`config.mk`:
```
export PLATFORM = sky130hd
export DESIGN_NAME = i2c_register_access_master_core
export DESIGN_NICKNAME = d
export VERILOG_FILES = /design/src/i2cram_pkg.sv /design/src/i2cram_seq.sv /design/src/i2cram_out.sv /design/src/i2c_register_access_master_core.sv
export SDC_FILE = /design/constraint.sdc
export NUM_CORES = 1
export LEC_CHECK = 0
export BUFFER_PORTS_ARGS = -buffer_cell sky130_fd_sc_hd__buf_2
export CORE_MARGIN = 8
export CORE_UTILIZATION = 40
export DETAILED_ROUTE_END_ITERATION = 6
export PLACE_DENSITY = 0.62
export SLEW_MARGIN = 30
export SYNTH_ARGS = -nofsm -noshare
export SYNTH_HDL_FRONTEND = slang
export SYNTH_SLANG_ARGS = --single-unit
```
`constraint.sdc`:
```
create_clock -name clk -period 7.4 [get_ports clk]
set_input_delay 0.37 -clock clk [delete_from_list [all_inputs] [get_ports clk]]
set_output_delay 0.37 -clock clk [all_outputs]
set_load 0.05 [all_outputs]
```
`src/i2cram_pkg.sv`:
```
package i2cram_pkg;

  // Longest read run that one command performs; larger read counts are clamped to it.
  localparam int unsigned MAX_READ_BYTES = 16;

  // Configuration register indexes and reset values.
  localparam logic [0:0] CFG_DEV_ADDR    = 1'b0;
  localparam logic [0:0] CFG_PHASE_TICKS = 1'b1;
  localparam logic [6:0] DEV_ADDR_RESET    = 7'd41;
  localparam logic [15:0] PHASE_TICKS_RESET = 16'd200;

  // Command kinds carried with each input word.
  localparam logic [1:0] KIND_TICK  = 2'd0;
  localparam logic [1:0] KIND_WRITE = 2'd1;
  localparam logic [1:0] KIND_READ  = 2'd2;

  // Completion status codes.
  localparam logic [2:0] ST_OK         = 3'd0;
  localparam logic [2:0] ST_NACK_ADDR  = 3'd1;
  localparam logic [2:0] ST_NACK_REG   = 3'd2;
  localparam logic [2:0] ST_NACK_DATA  = 3'd3;
  localparam logic [2:0] ST_NACK_RADDR = 3'd4;

  // Bus sequencer phases.
  typedef enum logic [3:0] {
    PH_IDLE,
    PH_START1,
    PH_TX_ADDR_W,
    PH_TX_REG,
    PH_TX_DATA,
    PH_START2,
    PH_TX_ADDR_R,
    PH_RX,
    PH_STOP
  } phase_t;

  // One input word, unpacked.
  typedef struct packed {
    logic [1:0] kind;
    logic [7:0] reg_addr;
    logic [7:0] write_data;
    logic [4:0] read_count;
    logic       sda_in;
  } cmd_t;

  // One result word, unpacked.
  typedef struct packed {
    logic       scl_level;
    logic       sda_level;
    logic       busy_res;
    logic       byte_valid;
    logic [7:0] read_byte;
    logic       last_byte;
    logic       done_res;
    logic [2:0] status;
  } res_t;

endpackage

```
`src/i2cram_seq.sv`:
```
module i2cram_seq (
  input  logic               clk,
  input  logic               rst,
  input  logic               step,
  input  i2cram_pkg::cmd_t   cmd,
  input  logic [6:0]         device_address,
  input  logic [15:0]        phase_ticks,
  output i2cram_pkg::res_t   res
);
  import i2cram_pkg::*;

  phase_t      phase, phase_next;
  logic [1:0]  sub_step, sub_step_next;
  logic [3:0]  bit_index, bit_index_next;
  logic [7:0]  shift_byte, shift_byte_next;
  logic [4:0]  bytes_left, bytes_left_next;
  logic [15:0] tick_count, tick_count_next;
  logic [7:0]  held_register, held_register_next;
  logic [7:0]  held_write_value, held_write_value_next;
  logic        is_read_command, is_read_command_next;
  logic [2:0]  error_code, error_code_next;

  logic [15:0] limit;
  logic        is_tx;

  assign limit = (phase_ticks == 16'd0) ? 16'd1 : phase_ticks;

  // Control state of the sequencer.
  always_ff @(posedge clk) begin
    if (rst) begin
      phase           <= PH_IDLE;
      sub_step        <= '0;
      bit_index       <= '0;
      shift_byte      <= '0;
      bytes_left      <= '0;
      tick_count      <= '0;
      is_read_command <= 1'b0;
      error_code      <= ST_OK;
    end else if (step) begin
      phase           <= phase_next;
      sub_step        <= sub_step_next;
      bit_index       <= bit_index_next;
      shift_byte      <= shift_byte_next;
      bytes_left      <= bytes_left_next;
      tick_count      <= tick_count_next;
      is_read_command <= is_read_command_next;
      error_code      <= error_code_next;
    end
  end

  // Command operands are held for the whole transaction.
  always_ff @(posedge clk) begin
    if (step) begin
      held_register    <= held_register_next;
      held_write_value <= held_write_value_next;
    end
  end

  // One tick of the sequencer: command capture, line levels, then phase advance.
  always_comb begin
    phase_next            = phase;
    sub_step_next         = sub_step;
    bit_index_next        = bit_index;
    shift_byte_next       = shift_byte;
    bytes_left_next       = bytes_left;
    tick_count_next       = tick_count;
    held_register_next    = held_register;
    held_write_value_next = held_write_value;
    is_read_command_next  = is_read_command;
    error_code_next       = error_code;
    res                   = '0;
    res.scl_level         = 1'b1;
    res.sda_level         = 1'b1;

    // An idle sequencer takes a command on the tick it arrives.
    if (phase == PH_IDLE && (cmd.kind == KIND_WRITE || cmd.kind == KIND_READ)) begin
      held_register_next    = cmd.reg_addr;
      held_write_value_next = cmd.write_data;
      is_read_command_next  = (cmd.kind == KIND_READ);
      bytes_left_next       = (cmd.read_count > 5'(MAX_READ_BYTES)) ?
                              5'(MAX_READ_BYTES) : cmd.read_count;
      error_code_next       = ST_OK;
      phase_next            = PH_START1;
      sub_step_next         = '0;
      bit_index_next        = '0;
      shift_byte_next       = '0;
      tick_count_next       = '0;
    end

    is_tx = (phase_next == PH_TX_ADDR_W) || (phase_next == PH_TX_REG) ||
            (phase_next == PH_TX_DATA) || (phase_next == PH_TX_ADDR_R);

    if (phase_next != PH_IDLE) begin
      // Line levels come from the state at the start of the tick.
      unique case (phase_next)
        PH_START1, PH_START2: begin
          res.scl_level = (sub_step_next < 2'd2);
          res.sda_level = (sub_step_next == 2'd0);
        end
        PH_STOP: begin
          res.scl_level = (sub_step_next != 2'd0);
          res.sda_level = (sub_step_next == 2'd2);
        end
        PH_TX_ADDR_W, PH_TX_REG, PH_TX_DATA, PH_TX_ADDR_R: begin
          res.scl_level = (sub_step_next == 2'd1);
          res.sda_level = (bit_index_next < 4'd8) ? shift_byte_next[7] : 1'b1;
        end
        PH_RX: begin
          if (bit_index_next < 4'd8) begin
            res.scl_level = (sub_step_next == 2'd0);
            res.sda_level = 1'b1;
          end else begin
            res.scl_level = (sub_step_next == 2'd1);
            res.sda_level = !(bytes_left_next > 5'd1);
          end
        end
        default: begin
          res.scl_level = 1'b1;
          res.sda_level = 1'b1;
        end
      endcase

      tick_count_next = tick_count_next + 16'd1;

      // Phase step at the end of each phase period.
      if (tick_count_next >= limit) begin
        tick_count_next = '0;
        if (phase_next == PH_START1 || phase_next == PH_START2) begin
          if (sub_step_next < 2'd2) begin
            sub_step_next = sub_step_next + 2'd1;
          end else begin
            shift_byte_next = (phase_next == PH_START1) ? {device_address, 1'b0}
                                                        : {device_address, 1'b1};
            phase_next      = (phase_next == PH_START1) ? PH_TX_ADDR_W : PH_TX_ADDR_R;
            bit_index_next  = '0;
            sub_step_next   = '0;
          end
        end else if (phase_next == PH_STOP) begin
          if (sub_step_next < 2'd2) begin
            sub_step_next = sub_step_next + 2'd1;
          end else begin
            phase_next    = PH_IDLE;
            sub_step_next = '0;
            res.done_res  = 1'b1;
            res.status    = error_code_next;
          end
        end else if (is_tx) begin
          if (bit_index_next < 4'd8) begin
            if (sub_step_next < 2'd2) begin
              sub_step_next = sub_step_next + 2'd1;
            end else begin
              shift_byte_next = {shift_byte_next[6:0], 1'b0};
              bit_index_next  = bit_index_next + 4'd1;
              sub_step_next   = '0;
            end
          end else if (sub_step_next == 2'd0) begin
            sub_step_next = 2'd1;
          end else if (cmd.sda_in) begin
            // No acknowledge: stop with the code of the byte that failed.
            unique case (phase_next)
              PH_TX_ADDR_W: error_code_next = ST_NACK_ADDR;
              PH_TX_REG:    error_code_next = ST_NACK_REG;
              PH_TX_DATA:   error_code_next = ST_NACK_DATA;
              default:      error_code_next = ST_NACK_RADDR;
            endcase
            phase_next     = PH_STOP;
            sub_step_next  = '0;
            bit_index_next = '0;
          end else if (phase_next == PH_TX_ADDR_W) begin
            phase_next      = PH_TX_REG;
            shift_byte_next = held_register_next;
            bit_index_next  = '0;
            sub_step_next   = '0;
          end else if (phase_next == PH_TX_REG) begin
            if (is_read_command_next) begin
              phase_next     = PH_START2;
              sub_step_next  = '0;
              bit_index_next = '0;
            end else begin
              phase_next      = PH_TX_DATA;
              shift_byte_next = held_write_value_next;
              bit_index_next  = '0;
              sub_step_next   = '0;
            end
          end else if (phase_next == PH_TX_DATA || bytes_left_next == 5'd0) begin
            error_code_next = ST_OK;
            phase_next      = PH_STOP;
            sub_step_next   = '0;
            bit_index_next  = '0;
          end else begin
            phase_next      = PH_RX;
            shift_byte_next = '0;
            bit_index_next  = '0;
            sub_step_next   = '0;
          end
        end else begin
          // Receive: sample on the high half, then the master's ack bit.
          if (bit_index_next < 4'd8) begin
            if (sub_step_next == 2'd0) begin
              shift_byte_next = {shift_byte_next[6:0], cmd.sda_in};
              sub_step_next   = 2'd1;
            end else begin
              bit_index_next = bit_index_next + 4'd1;
              sub_step_next  = '0;
            end
          end else if (sub_step_next == 2'd0) begin
            sub_step_next = 2'd1;
          end else begin
            res.byte_valid  = 1'b1;
            res.read_byte   = shift_byte_next;
            res.last_byte   = (bytes_left_next <= 5'd1);
            bytes_left_next = (bytes_left_next != 5'd0) ? bytes_left_next - 5'd1 : 5'd0;
            if (bytes_left_next == 5'd0) begin
              error_code_next = ST_OK;
              phase_next      = PH_STOP;
              bit_index_next  = '0;
            end else begin
              phase_next      = PH_RX;
              shift_byte_next = '0;
              bit_index_next  = '0;
            end
            sub_step_next = '0;
          end
        end
      end
    end

    res.busy_res = (phase_next != PH_IDLE);
  end

endmodule

```
`src/i2cram_out.sv`:
```
module i2cram_out (
  input  logic             clk,
  input  logic             rst,
  input  logic             load,
  input  i2cram_pkg::res_t res,
  input  logic             m_tready,
  output logic             m_tvalid,
  output logic             room,
  output i2cram_pkg::res_t held
);
  import i2cram_pkg::*;

  // The register can take a new word when empty or being drained this cycle.
  assign room = !m_tvalid || m_tready;

  // Valid flag of the result register.
  always_ff @(posedge clk) begin
    if (rst) begin
      m_tvalid <= 1'b0;
    end else if (load) begin
      m_tvalid <= 1'b1;
    end else if (m_tready) begin
      m_tvalid <= 1'b0;
    end
  end

  // Result payload.
  always_ff @(posedge clk) begin
    if (load) begin
      held <= res;
    end
  end

endmodule

```
`src/i2c_register_access_master_core.sv`:
```
// I2C master for 8-bit register access on open-drain lines. Every input word is one
// bus tick and yields exactly one result word with the SCL/SDA levels to drive
// (1 releases the line), busy, any received byte with its last flag, and a done
// pulse with status (0 ok, 1 nack address, 2 nack register, 3 nack data, 4 nack
// read address). A write or read command in tuser is taken only while idle; each
// bus phase lasts phase_ticks words (0 acts as 1), so SCL runs at one bit per three
// or two phases. A new word is taken every cycle; the one result register after it
// stalls input only while a result waits and m_tready is low. Configuration
// registers must be written by the user through cfg_we/cfg_index/cfg_data only
// while no transaction is running; the block itself does not enforce it.
module i2c_register_access_master_core (
  input  logic        clk,
  input  logic        rst,
  input  logic        s_tvalid,
  output logic        s_tready,
  input  logic [23:0] s_tdata,   // reg_addr[7:0], write_data[15:8], read_count[20:16],
                                 // sda_in[21], zero fill [23:22]
  input  logic [1:0]  s_tuser,   // kind[1:0]
  output logic        m_tvalid,
  input  logic        m_tready,
  output logic [15:0] m_tdata,   // scl_level[0], sda_level[1], busy_res[2], byte_valid[3],
                                 // read_byte[11:4], done_res[12], status[15:13]
  output logic        m_tlast,   // last_byte
  input  logic        cfg_we,
  input  logic [0:0]  cfg_index,
  input  logic [15:0] cfg_data
);
  import i2cram_pkg::*;

  logic [6:0]  device_address;
  logic [15:0] phase_ticks;
  logic        step;
  cmd_t        cmd;
  res_t        res;
  res_t        held;

  // Configuration registers.
  always_ff @(posedge clk) begin
    if (rst) begin
      device_address <= DEV_ADDR_RESET;
      phase_ticks    <= PHASE_TICKS_RESET;
    end else if (cfg_we) begin
      unique case (cfg_index)
        CFG_DEV_ADDR:    device_address <= cfg_data[6:0];
        CFG_PHASE_TICKS: phase_ticks    <= cfg_data;
        default:         phase_ticks    <= phase_ticks;
      endcase
    end
  end

  // Unpack the input word.
  assign cmd.kind       = s_tuser;
  assign cmd.reg_addr   = s_tdata[7:0];
  assign cmd.write_data = s_tdata[15:8];
  assign cmd.read_count = s_tdata[20:16];
  assign cmd.sda_in     = s_tdata[21];

  assign step = s_tvalid && s_tready;

  i2cram_seq u_seq (
    .clk            (clk),
    .rst            (rst),
    .step           (step),
    .cmd            (cmd),
    .device_address (device_address),
    .phase_ticks    (phase_ticks),
    .res            (res)
  );

  i2cram_out u_out (
    .clk      (clk),
    .rst      (rst),
    .load     (step),
    .res      (res),
    .m_tready (m_tready),
    .m_tvalid (m_tvalid),
    .room     (s_tready),
    .held     (held)
  );

  // Pack the result word.
  assign m_tdata = {held.status, held.done_res, held.read_byte, held.byte_valid,
                    held.busy_res, held.sda_level, held.scl_level};
  assign m_tlast = held.last_byte;

endmodule

```
# ---- After elaboration in Yosys (flattened, before gate mapping)
# Index checks and enable logic that the tools add are counted.
dict set report op_classes {
  addsub 4
  order_cmp 6
  n_eq_ne 12
  n_mux 100
  bitwise_logic 4
  reduce_logical 29
}
# op count
set ops {}
lappend ops {{2-to-1 mux 8 bit} 21}
lappend ops {{2-to-1 mux 4 bit} 30}
lappend ops {{2-to-1 mux 16 bit} 4}
lappend ops {{2-to-1 mux 5 bit} 10}
lappend ops {{2-to-1 mux 3 bit} 16}
lappend ops {{2-to-1 mux 2 bit} 9}
lappend ops {{adder 16 x 1 -> 16 bit, second input constant} 1}
lappend ops {{equality test 4 x 3 -> 1 bit, second input constant} 4}
lappend ops {{greater-or-equal comparator 16 bit} 1}
lappend ops {{logical NOT 16 bit} 1}
lappend ops {{logical NOT 5 bit} 2}
lappend ops {{2-to-1 mux 10 bit} 1}
lappend ops {{case mux 3 bit (3 select lines)} 1}
lappend ops {{equality test 4 x 2 -> 1 bit, second input constant} 2}
lappend ops {{case mux 2 bit (4 select lines)} 1}
lappend ops {{nonzero test 4 bit} 2}
lappend ops {{OR reduction 4 bit} 2}
lappend ops {{logical OR 1 bit} 7}
lappend ops {{2-to-1 mux 1 bit} 7}
lappend ops {{OR reduction 7 bit} 1}
lappend ops {{OR reduction 6 bit} 1}
lappend ops {{greater-than comparator 5 x 1 -> 1 bit, second input constant} 1}
lappend ops {{greater-than comparator 5 bit, second input constant} 1}
lappend ops {{<= comparator 5 x 1 -> 1 bit, second input constant} 1}
lappend ops {{19 further kinds} 28}
dict set report word_totals {
  ff_bits 100
  input_bits 48
  out_inout_bits 19
  wordCells 176
}

# ---- Logic depth before layout (Yosys ltp)
dict set report logic_depth {
  word_depth 18
  depth_mapped 23
  ltp_nobuf 18
}

# ---- Cells and area by module
# From an unflattened synthesis, not the netlist that was laid out.
dict set report hier_totals {
  cells_unflattened 843
  area_unflattened_um2 6884.1
}
# mod n_inst cells_each area_each_um2 seq_area_each_um2
set by_module_without_submodules {}
lappend by_module_without_submodules {i2cram_seq 1 722 5282.6 1341.3}
lappend by_module_without_submodules {i2c_register_access_master_core 1 100 1044.8 460.4}
lappend by_module_without_submodules {i2cram_out 1 21 556.8 530.5}

# ---- Worst setup path before layout
# OpenSTA, ideal clock, no wires.
dict set report synth_timing {
  kind {input to register}
  start {input s_tuser[0]}
  end {register, netlist name u_out.held[14]}
  setup_ns 0.272
  arrival_ns 4.959
  t_required_ns 7.128
  setup_slack_ns 2.169
  cell_stages 21
  path_buffers 5
  path_cell_list {inv_1 -> ha_1 -> clkinv_1 -> nand2_2 -> clkbuf_1 -> clkbuf_1 -> clkbuf_1 -> and2_1 -> ha_1 -> clkbuf_1 -> nand4_1 -> xor2_1 -> nor2_1 -> ha_1 -> nand4_1 -> or3b_2 -> o31ai_1 -> o31ai_1 -> clkbuf_1 -> o32a_1 -> or4_1}
}
# item line
set synth_lines {}
lappend synth_lines {{from (decl)} i2c_register_access_master_core.sv:18} ;# input logic [1:0] s_tuser,

# ---- Worst setup path after layout
dict set report layout_timing {
  start {input s_tuser[0]}
  end {register u_seq.bytes_left[4]}
}
dict set report layout_via {
  elab_chain_len 13
  word_cells_on_any_way 35
  classes_between {add/sub: 2; order compare: 2; eq/ne: 9; mux: 13; reduce/logical: 9}
}
# item line
set layout_rtl {}
lappend layout_rtl {{equality test 2 x 1 -> 1 bit / equality test 2 bit (equally long branches)} i2cram_seq.sv:76} ;# if (phase == PH_IDLE && (cmd.kind == KIND_WRITE || cmd.kind == KIND_READ)) begin
lappend layout_rtl {{logical OR 1 bit (*)} i2cram_seq.sv:76}
lappend layout_rtl {{logical AND 1 bit (*)} i2cram_seq.sv:76}
lappend layout_rtl {{branches (longest 9 deep; another with adder 16 x 1 -> 16 bit)} --}
lappend layout_rtl {{2-to-1 mux 5 bit (*)} i2cram_seq.sv:93} ;# if (phase_next != PH_IDLE) begin
lappend layout_rtl {{to (signal assigned)} i2cram_seq.sv:44} ;# bytes_left <= bytes_left_next;
lappend layout_rtl {{to (decl)} i2cram_seq.sv:16} ;# logic [4:0] bytes_left, bytes_left_next;
# Every way passes the cells marked *.
# A chain may end at the register's enable or synchronous reset.

==> flow_summary_export.csv <==
group,metric,value,unit
status,status,"finished, final reports clean",
critical_path,worst-r2r-setup-slack,2.16,ns
synth,synth_area,6820,sq um
synth,yosysWarnings,0,
route,routedWlPerCell,19.6,microns
placement,portBuffers,64,
floorplanning,fp-row-count,47,
global_routing,grt_pass1_vias,6462,
sta,min_period,5.49,ns
pwr,seq_power_share,43.7,%
placement,globalplace.congestion,0.939,
pwr,p_leak,2.84,nW
pwr,totalPowerFinal,0.00141,W
sta,setup_viol,0,
critical_path,crit_buf_inv,5,
layout,finalNetCount,958,
sta,maxSlewViolCount,0,
critical_path,cp_cell_sequence,"buf_2 -> inv_1 -> ha_1 -> clkinv_1 -> nand2_2 -> and2_1 -> ha_1 -> nand4_1 -> xor2_1 -> nor2_1 -> ha_1 -> nand4_1 -> or3b_2 -> o31ai_1 -> o31a_1 -> buf_4 -> nand3_1 -> inv_2 -> o21ai_0 -> a2111oi_0",
pwr,power_frac_comb,19.9,%
global_routing,globalRouteTotalUtil,20.0,%
pwr,swShare,31.0,%
clocking,cts_tree,"yes",
layout,final_common_cell,"nand2_1",
sta,fmax,182,MHz
worst_hold_path,hold_end,"phase_ticks[10]$_SDFFE_PP0P_",
critical_path,timing.critical_path.mode_cell,"ha_1",
route,drc,0,
clocking,cts_buffers,9,
critical_path,path_delay_family,"simple AND/OR/NAND/NOR gates",
clocking,clk_latency,0.37,ns
route,num_vias,6715,
floorplanning,fp.dieArea,21500,sq um
synth,ys_seq_area_share,34.2,%
sta,setup_slack,1.91,ns
critical_path,cp_max_fo,14,
synth,synthSimpleGateAreaFrac,25.8,%
placement,dp.cells,1095,
synth,synth-compound-area-share,23.6,%
critical_path,cp_data_arrival_time,5.74,ns
critical_path,cp-end-kind,"register",
global_routing,grt_pass1_wl,34.7,mm
sta,tightest_slew,0.956,ns
global_routing,antenna_found_initial,0,
synth,synth_top_family_by_area,"simple AND/OR/NAND/NOR gates",
layout,area_growth,11.2,%
synth,synth-edff-count,33,
critical_path,r2r_start,"u_seq.phase[3]$_SDFFE_PP0P_",
layout,stdcell_count,1111,
critical_path,criticalPathCategory,"in -> reg",
sta,setup_tns,0,ns
layout,design_area,7580,sq um
sta,period_share,74.2,%
floorplanning,dieHeight,147,microns
sta,fin_skew,0.0104,ns
clocking,cts_resized,0,
clocking,cts_htree_levels,3,
pwr,vdd_ir_drop_max,0.110,mV
floorplanning,initial_core_util,41.0,%
clocking,clockBufferDepth,2,
route,first_iter_violations,713,
synth,async_reset_ff_share,0,%
synth,synthCells,860,
floorplanning,die_x,147,microns
layout,drive_gt1_share,13.7,%
synth,synth_cell_type_count,85,
layout,antenna_cells,0,
sta,relSlewSlack,35.7,%
synth,syn_avg_cell_area,7.93,sq um
worst_hold_path,hold_start,"cfg_data[10]",
clocking,cts_sinks,100,
pwr,p_sw,0.000436,W
synth,synth_xor_area_share,2.44,%
critical_path,r2r_end,"u_seq.bytes_left[4]$_SDFFE_PP0P_",
pwr,powerDensity,185,nW/um^2
layout,final_cell_mix,"nand2_1 (140), a21oi_1 (71), dfxtp_1 (67), nor2_1 (64), buf_2 (64)",
synth,synth_fp_nets,932,
global_routing,grt_max_degree,59,
route,postRouteAntennaNets,0,
synth,ys.flop_type,"dfxtp_1",
critical_path,cpPeakStageDelay,0.66,ns
floorplanning,core-area,16600,sq um
clocking,holdBufCountCts,0,
placement,dpl_cell_area,7260,sq um
floorplanning,ioPinCount,67,
sta,rsz0062_at_grt,"false",
worst_hold_path,holdCritPathClass,"in -> reg",
route,dr.pass1.iters,6,
global_routing,grt_overflow,0,
placement,place_ws,1.62,ns
sta,hold_violations,0,
route,wirelength,21.8,mm
critical_path,critical-path-slowest-cell,"ha_1",
run,cap_violations,0,
clocking,clkSlewWorstSetupHoldPaths,0.07,ns
synth,ys_ff_latch,100,
critical_path,required,7.65,ns
worst_hold_path,whs_path_depth,3,
pwr,p_int,0.000971,W
synth,synthAdderAreaFrac,4.40,%
critical_path,worstSetupStartpointType,"input port",
clocking,cts-root-buf,"clkbuf_16",
layout,n_fill_cell,1694,
synth,muxShareOfSynthArea,3.95,%
placement,place_hpwl,15.0,mm
pwr,clock_power_share,36.4,%
critical_path,rr_worst_depth,18,
route,vias_per_cell,6.04,
clocking,cts_setup_buffers,0,
[layout make-up]
type                            instances  area [sq um]  area share [%]
Timing Repair Buffer                   78           425            5.61
Multi-Input combinational cell        665          4110            54.2
Tap cell                              220           275            3.63
Clock inverter                          2          17.5           0.231
Sequential cell                       100          2330            30.7
Inverter                               32           120            1.58
Clock buffer                           14           307            4.04
[logic make-up after synthesis]
group	after synthesis
AO/OA/AOI/OAI	243
XOR/XNOR	19
adder cells (fa/ha/maj)	24
buffers and inverters	95
flip-flops	100
multiplexers	26
AND/OR/NAND/NOR	353
[worst max path at each step]
stage,from,end,cells past startpoint
2_1_floorplan,s_tuser[0],u_out.held[14]$_DFFE_PP_,21
3_3_place_gp,s_tuser[0],u_seq.bytes_left[4]$_SDFFE_PP0P_,20
3_5_place_dp,s_tuser[0],u_seq.bytes_left[4]$_SDFFE_PP0P_,20
4_1_cts,s_tuser[0],u_seq.bytes_left[4]$_SDFFE_PP0P_,20
5_1_grt,s_tuser[0],u_seq.bytes_left[4]$_SDFFE_PP0P_,20
6_report,s_tuser[0],u_seq.bytes_left[4]$_SDFFE_PP0P_,20
[synth_stat cells (all sizes together) (4+ instances only)]
cell type	n	area share [%]
a221oi	6	0.77
a21o	5	0.55
a22oi	10	1.1
o211ai	7	0.77
o2111ai	4	0.51
and2	17	1.6
nor2b	7	0.64
mux2i	22	3.3
nor4b	4	0.83
edfxtp	33	15
a31oi	17	1.6
xor2	11	1.4
a22o	4	0.51
or3	7	0.64
nor3	25	1.8
nor4	11	1.4
o311ai	4	0.51
o21a	4	0.44
xnor2	8	1.0
a211oi	6	0.73
buf	20	1.5
ha	24	4.4
o21ai	48	3.5
nand3	30	2.3
and3	7	0.64
nand2	141	7.8
dfxtp	67	20
or4b	4	0.59
o31ai	9	1.1
a21oi	72	5.3
a2111oi	4	0.51
clkbuf	43	2.4
inv	29	1.6
nand2b	6	0.55
nand4	12	1.1
mux2	4	0.66
nor2	66	3.9
[tightest hold or removal path: stages]
cell,delay [ns]
buf_2,0.09
nand2_1,0.04
a21oi_1,0.05
[per-layer routing]
layer / wire length (microns) / GRT usage (%)
met2: 10300 / 33.1
met5: 0 / 0
met1: 9120 / 24.3
met3: 1570 / 3.80
met4: 808 / 9.89
[state kept, by name, indices dropped and copies added (netlist names)]
| name | cells |
|---|---|
| u_seq.bit_index | 4 |
| u_out.m_tvalid | 1 |
| u_out.held | 17 |
| u_seq.error_code | 3 |
| u_seq.held_write_value | 8 |
| u_seq.phase | 4 |
| u_seq.sub_step | 2 |
| u_seq.shift_byte | 8 |
| device_address | 7 |
| u_seq.is_read_command | 1 |
| u_seq.held_register | 8 |
| phase_ticks | 16 |
| u_seq.tick_count | 16 |
| u_seq.bytes_left | 5 |
[power by group through the flow]
stage                     registers [W]  clock network [W]  logic, W
after floorplan                0.000640                  0  0.000181
after global placement         0.000627                  0  0.000272
after detailed placement       0.000627                  0  0.000275
after CTS                      0.000614           0.000522  0.000276
after global routing           0.000618           0.000543  0.000305
final                          0.000615           0.000512  0.000280
[metrics by stage]
step	util (%)	hold slack, ns
2_1_floorplan	-	0.436
3_3_place_gp	43.6	0.455
3_5_place_dp	43.6	0.455
4_1_cts	45.6	0.221
5_1_grt	45.6	0.233
6_report	45.6	0.232
Power figures use the tool's default switching activity.
